[src/nta_pkg.sv]
`default_nettype none
package nta_pkg;

   localparam int TableSlotsDefault = 32;
   localparam int MaxResults = 32;
   localparam int EvictCountWidth = 6;
   localparam logic [7:0] EvictedState = 8'd3;

   localparam logic [2:0] REQ_SENSOR    = 3'd0;
   localparam logic [2:0] REQ_HEARTBEAT = 3'd1;
   localparam logic [2:0] REQ_DISCOVERY = 3'd2;
   localparam logic [2:0] REQ_SWEEP     = 3'd3;
   localparam logic [2:0] REQ_READ      = 3'd4;

   localparam logic [3:0] ST_UPDATED = 4'd0;
   localparam logic [3:0] ST_ADDED   = 4'd1;
   localparam logic [3:0] ST_FULL    = 4'd2;
   localparam logic [3:0] ST_EVICTED = 4'd3;
   localparam logic [3:0] ST_NONE    = 4'd4;
   localparam logic [3:0] ST_EMPTY   = 4'd5;
   localparam logic [3:0] ST_ACTIVE  = 4'd6;
   localparam logic [3:0] ST_WARNING = 4'd7;
   localparam logic [3:0] ST_OFFLINE = 4'd8;

   localparam logic [1:0] REG_WARN    = 2'd0;
   localparam logic [1:0] REG_OFFLINE = 2'd1;
   localparam logic [1:0] REG_EVICT   = 2'd2;

   typedef struct packed {
      logic [2:0]  req_type;
      logic [31:0] now_ms;
      logic [47:0] src_addr;
      logic [7:0]  gw_hops;
      logic signed [7:0] rssi;
      logic [7:0]  peer_num;
      logic [7:0]  self_state;
      logic [31:0] run_seconds;
      logic [4:0]  slot_index;
   } req_type_type;

   typedef struct packed {
      logic [3:0]  status_code;
      logic [4:0]  found_slot;
      logic [47:0] entry_mac;
      logic [31:0] entry_age_ms;
      logic [7:0]  entry_hops;
      logic signed [7:0] entry_rssi;
      logic [7:0]  entry_peers;
      logic [7:0]  entry_state;
      logic [31:0] entry_uptime;
      logic [15:0] entry_packets;
      logic        last_result;
   } rsp_type;

   typedef struct packed {
      logic        valid;
      logic [47:0] mac;
      logic [31:0] seen_ms;
      logic [7:0]  hops;
      logic [7:0]  rssi;
      logic [7:0]  peers;
      logic [7:0]  state;
      logic [31:0] uptime;
      logic [15:0] packets;
   } entry_type;

endpackage
`default_nettype wire

[src/nta_cell.sv]
`default_nettype none
module nta_cell
   import nta_pkg::*;
(
   input  wire logic      clock,
   input  wire logic      reset,
   input  wire logic      shift_en,
   input  wire entry_type entry_in,
   output      entry_type entry_out
);

   entry_type entry_ff;

   // Each cell holds one entry and takes its neighbour's entry on a shift.
   always_ff @(posedge clock) begin
      if (reset) begin
         entry_ff <= '0;
      end else if (shift_en) begin
         entry_ff <= entry_in;
      end
   end

   assign entry_out = entry_ff;

endmodule
`default_nettype wire

[config.mk]
export PLATFORM = sky130hd
export DESIGN_NAME = nta_cell
export DESIGN_NICKNAME = d
export VERILOG_FILES = /design/src/nta_pkg.sv /design/src/nta_cell.sv
export SDC_FILE = /design/constraint.sdc
export NUM_CORES = 1
export LEC_CHECK = 0
export BUFFER_PORTS_ARGS = -buffer_cell sky130_fd_sc_hd__buf_2
export CAP_MARGIN = 15
export CORE_ASPECT_RATIO = 0.9
export CORE_MARGIN = 2
export CORE_UTILIZATION = 30
export CTS_BUF_LIST = sky130_fd_sc_hd__clkbuf_16
export DETAILED_ROUTE_END_ITERATION = 7
export GPL_ROUTABILITY_DRIVEN = 0
export SYNTH_ARGS = -nofsm -noshare
export SYNTH_HDL_FRONTEND = slang
export SYNTH_SLANG_ARGS = --single-unit
[constraint.sdc]
create_clock -name clock -period 1.6 [get_ports clock]
set_clock_uncertainty 0.05 [all_clocks]
set_input_delay 0.32 -clock clock [delete_from_list [all_inputs] [get_ports clock]]
set_output_delay 0.32 -clock clock [all_outputs]
set_load 0.02 [all_outputs]
After elaboration in Yosys (flattened, before gate mapping)
Index checks and enable logic that the tools add are counted.
Widths: inputs -> output; s select.
Storage, ports and cells
  logic and storage cells: 9
  output and inout bits: 161
  input bits: 164
  register bits after elaboration: 161

Logic depth before layout (Yosys ltp)
  depth after elaboration: 0
  gate-level depth with buffers: 5
  depth with buffers taken out: 2

Worst setup path before layout
Ideal clock, no wire load.
  path type: input to register
  from: input shift_en
  to: register entry_ff (netlist bit entry_out[100])
  stages on the path: 5
  setup time: 0.117 ns
  required time: 1.433 ns
  data arrival time: 1.000 ns
  path buffers: 3
  setup slack: 0.433 ns
  cells stage by stage: buf_4 > buf_8 > buf_12 > mux2i_1 > nor2_1
RTL lines
  start: declaration: line nta_cell.sv:7  | input wire logic shift_en,
  end signal: assignment: line nta_cell.sv:19  | entry_ff <= entry_in;
  end: declaration: line nta_cell.sv:12  | entry_type entry_ff;

Final worst setup path
  from: register entry_ff (netlist bit entry_out[17])
  to: output entry_out[17] (netlist name)
RTL lines
  end: declaration: line nta_cell.sv:9  | output entry_type entry_out
No word-level cell between the ends.

==> metrics.md <==
| Metric | Value |
|---|---|
| Post-detail-place hpwl | 10.8 mm |
| Cell chain of the critical path | buf_2 |
| Total via count after detailed routing | 4657 |
| Mux contribution to synthesized area | 27.9% |
| Clock tree from TritonCTS | yes |
| Number of pins exceeding their max-slew limit in the final report | 0 |
| Area of the core | 19000 um^2 |
| Switching power | 0.00259 W |
| Count of distinct cell types in the synthesized netlist | 8 |
| Synthesized-area fraction occupied by adder cells | 0% |
| Power Density | 1170 nW/um^2 |
| Slew margin rel. | 75.4% |
| Post-route DRC violation count | 0 |
| Post-synthesis xor/xnor area fraction | 0% |
| Worst-path fanout max | 2 |
| Peak VDD IR | 0.698 mV |
| Worst Tran Pin Value | 369 ps |
| Min Tclk post-route | 1330 ps |
| Floorplan row count | 48 |
| Number of hold buffers added after cts | 0 |
| Clock buffer count from CTS | 17 |
| Mean Syn Cell Area | 11.1 um^2 |
| Biggest cell delay along the critical path | 360 ps |
| Total negative slack | 0 ps |
| Routed length per instance | 13.1 um |
| Initial Utilization | 30.3% |
| Combinational family with the most area after synthesis | multiplexers |
| Floorplan die area | 20400 um^2 |
| Arrival time at the worst endpoint | 960 ps |
| Via density | 4.21 |
| Maximum level of the CTS H-tree | 4 |
| Layout Nets | 1008 |
| Crit path launch type | flip-flop |
| Die Height | 136 um |
| Post-synth design cell area | 5770 um^2 |
| Critical Setup Path Class | reg -> out |
| Leftover overflow at the end of global routing | 0 |
| Result of the run | finished clean |
| Total of endpoints with negative setup slack in the final report | 0 |
| Fmax | 754 MHz |
| Required time of the critical path | 1230 ps |
| Number of global-route vias before repair | 4403 |
| Worst hold margin | 79.5 ps |
| Crit share post-route | 82.9% |
| Num ports | 325 |
| Clock buffer depth | 2 |
| Gate count after technology mapping | 519 |
| Switch share | 27.0% |
| Sequential share of the synthesized area | 55.8% |
| PostCTS Resize Cnt | 0 |
| Source-to-sink clock delay at the later pin of the worst-skew pair | 410 ps |
| TritonCTS sink count | 161 |
| Relative contribution of combinational cells to total power | 14.0% |
| Total global-route track usage | 13.8% |
| Setup repair bufs after CTS | 0 |
| Clock Root Buffer | sky130_fd_sc_hd__clkbuf_16 |
| Final wirelength | 14.5 mm |
| Synth-to-layout area growth | 41.6% |
| Compound-gate portion of the synthesized area | 0% |
| Share of power burned in registers | 45.5% |
| Proportion of layout cells with a drive suffix above 1 | 43.3% |
| Max cap viols | 0 |
| Post-Route Utilization | 43.0% |
| Kind of end point of the critical path | output port |
| Largest register FFs | 161 |
| Total count of hold-check failures in the final report | 0 |
| Register bit count reported by yosys | 161 |
| Detailed Route Iter0 Violations | 111 |
| Global-route wire length before repair | 22.1 mm |
| Ant diodes | 0 |
| Clock-pin slew on the worst setup and hold paths | 70 ps |
| Number of buffers added on ports | 324 |
| Internal power contribution | 0.00699 W |
| Pin count of the biggest net entering global routing | 55 |
| Post-synthesis net count | 683 |
| Antenna violations before repair | 0 |
| Area share of and/or/nand/nor cells after synthesis | 10.5% |
| RSZ-0062 raised after global routing | false |
| Clock power frac | 40.5% |
| Classification of the worst-slack hold path | in -> reg |
| Slowest stage cell on the critical path | sky130_fd_sc_hd__dfxtp_1 |
| Count of nets left with antenna violations after detail routing | 0 |
| Die width | 150 um |
| Buf+Inv Stages, Crit Path | 1 |
| Cell class contributing the biggest share of worst-path delay | flip-flops |
| Leakage power figure | 4.43 nW |
| YS warnings | 0 |
| First-pass DRT Iterations | 6 |
[area by class of cell]
type,instances,area [um^2]
clock buffers,17,425
well taps,250,313
repair buffers,342,1870
multi-input cells,322,2220
fillers,1842,10900
flip-flops and latches,161,3220
clock inverters,15,134
[metal layers]
metal / part of all wire, % / GRT usage, %
met1: 42 / 15.9
met2: 46 / 22.4
met3: 11 / 5.93
met4: 1.8 / 5.71
met5: 0 / 0
[per-stage QoR]
stage                     worst slack [ps]  power (W)  cells  instance area [um^2]
after floorplan                        433    0.00528    519                  5770
after global placement                 212    0.00579   1075                  7620
after detailed placement               200    0.00580   1075                  7620
after CTS                              240    0.00973   1107                  8180
after global routing                   208     0.0100   1107                  8180
final                                  273    0.00958   1107                  8180
[worst min-delay path, stage by stage]
cell                      delay (ps)
sky130_fd_sc_hd__buf_2            70
sky130_fd_sc_hd__mux2i_1          50
sky130_fd_sc_hd__nor2_1           70
[cells in the final DEF (no fill, tap or decap), drive strengths merged]
master / count
dfxtp: 161
inv: 6
clkinvlp: 3
nor2: 161
buf: 341
bufinv: 1
clkbuf: 18
mux2i: 161
clkinv: 5
[power groups by stage]
stage	clock network [W]	registers [W]	logic [W]
6_report	0.00388	0.00436	0.00134
5_1_grt	0.00418	0.00439	0.00146
4_1_cts	0.00401	0.00436	0.00136
3_5_place_dp	0	0.00444	0.00136
3_3_place_gp	0	0.00444	0.00135
2_1_floorplan	0	0.00474	0.000535
[final timing paths]
check | start | slack (ps) | cells past startpoint | to
worst min-delay path | entry_in[71] | 80 | 3 | entry_out[71]
worst max-delay path | entry_out[17] | 270 | 1 | entry_out[17]
worst max register to register | entry_out[17] | 920 | 2 | entry_out[17]
worst min register to register | entry_out[156] | 440 | 2 | entry_out[156]
[cells by family (layout without fill, tap and decap cells)]
family                 count (synthesis)  in the layout
AND/OR/NAND/NOR                      161            161
buffers and inverters                 36            374
multiplexers                         161            161
flip-flops                           161            161
[synth_stat cells]
master / count / area [um^2]
sky130_fd_sc_hd__mux2i_1: 161 / 1610
sky130_fd_sc_hd__buf_4: 8 / 60.1
sky130_fd_sc_hd__nor2_1: 161 / 604
sky130_fd_sc_hd__buf_2: 10 / 50.1
sky130_fd_sc_hd__buf_8: 1 / 15.0
sky130_fd_sc_hd__clkbuf_1: 8 / 30.0
sky130_fd_sc_hd__dfxtp_1: 161 / 3220
sky130_fd_sc_hd__buf_12: 9 / 180
(Power assumes the default switching activity.)
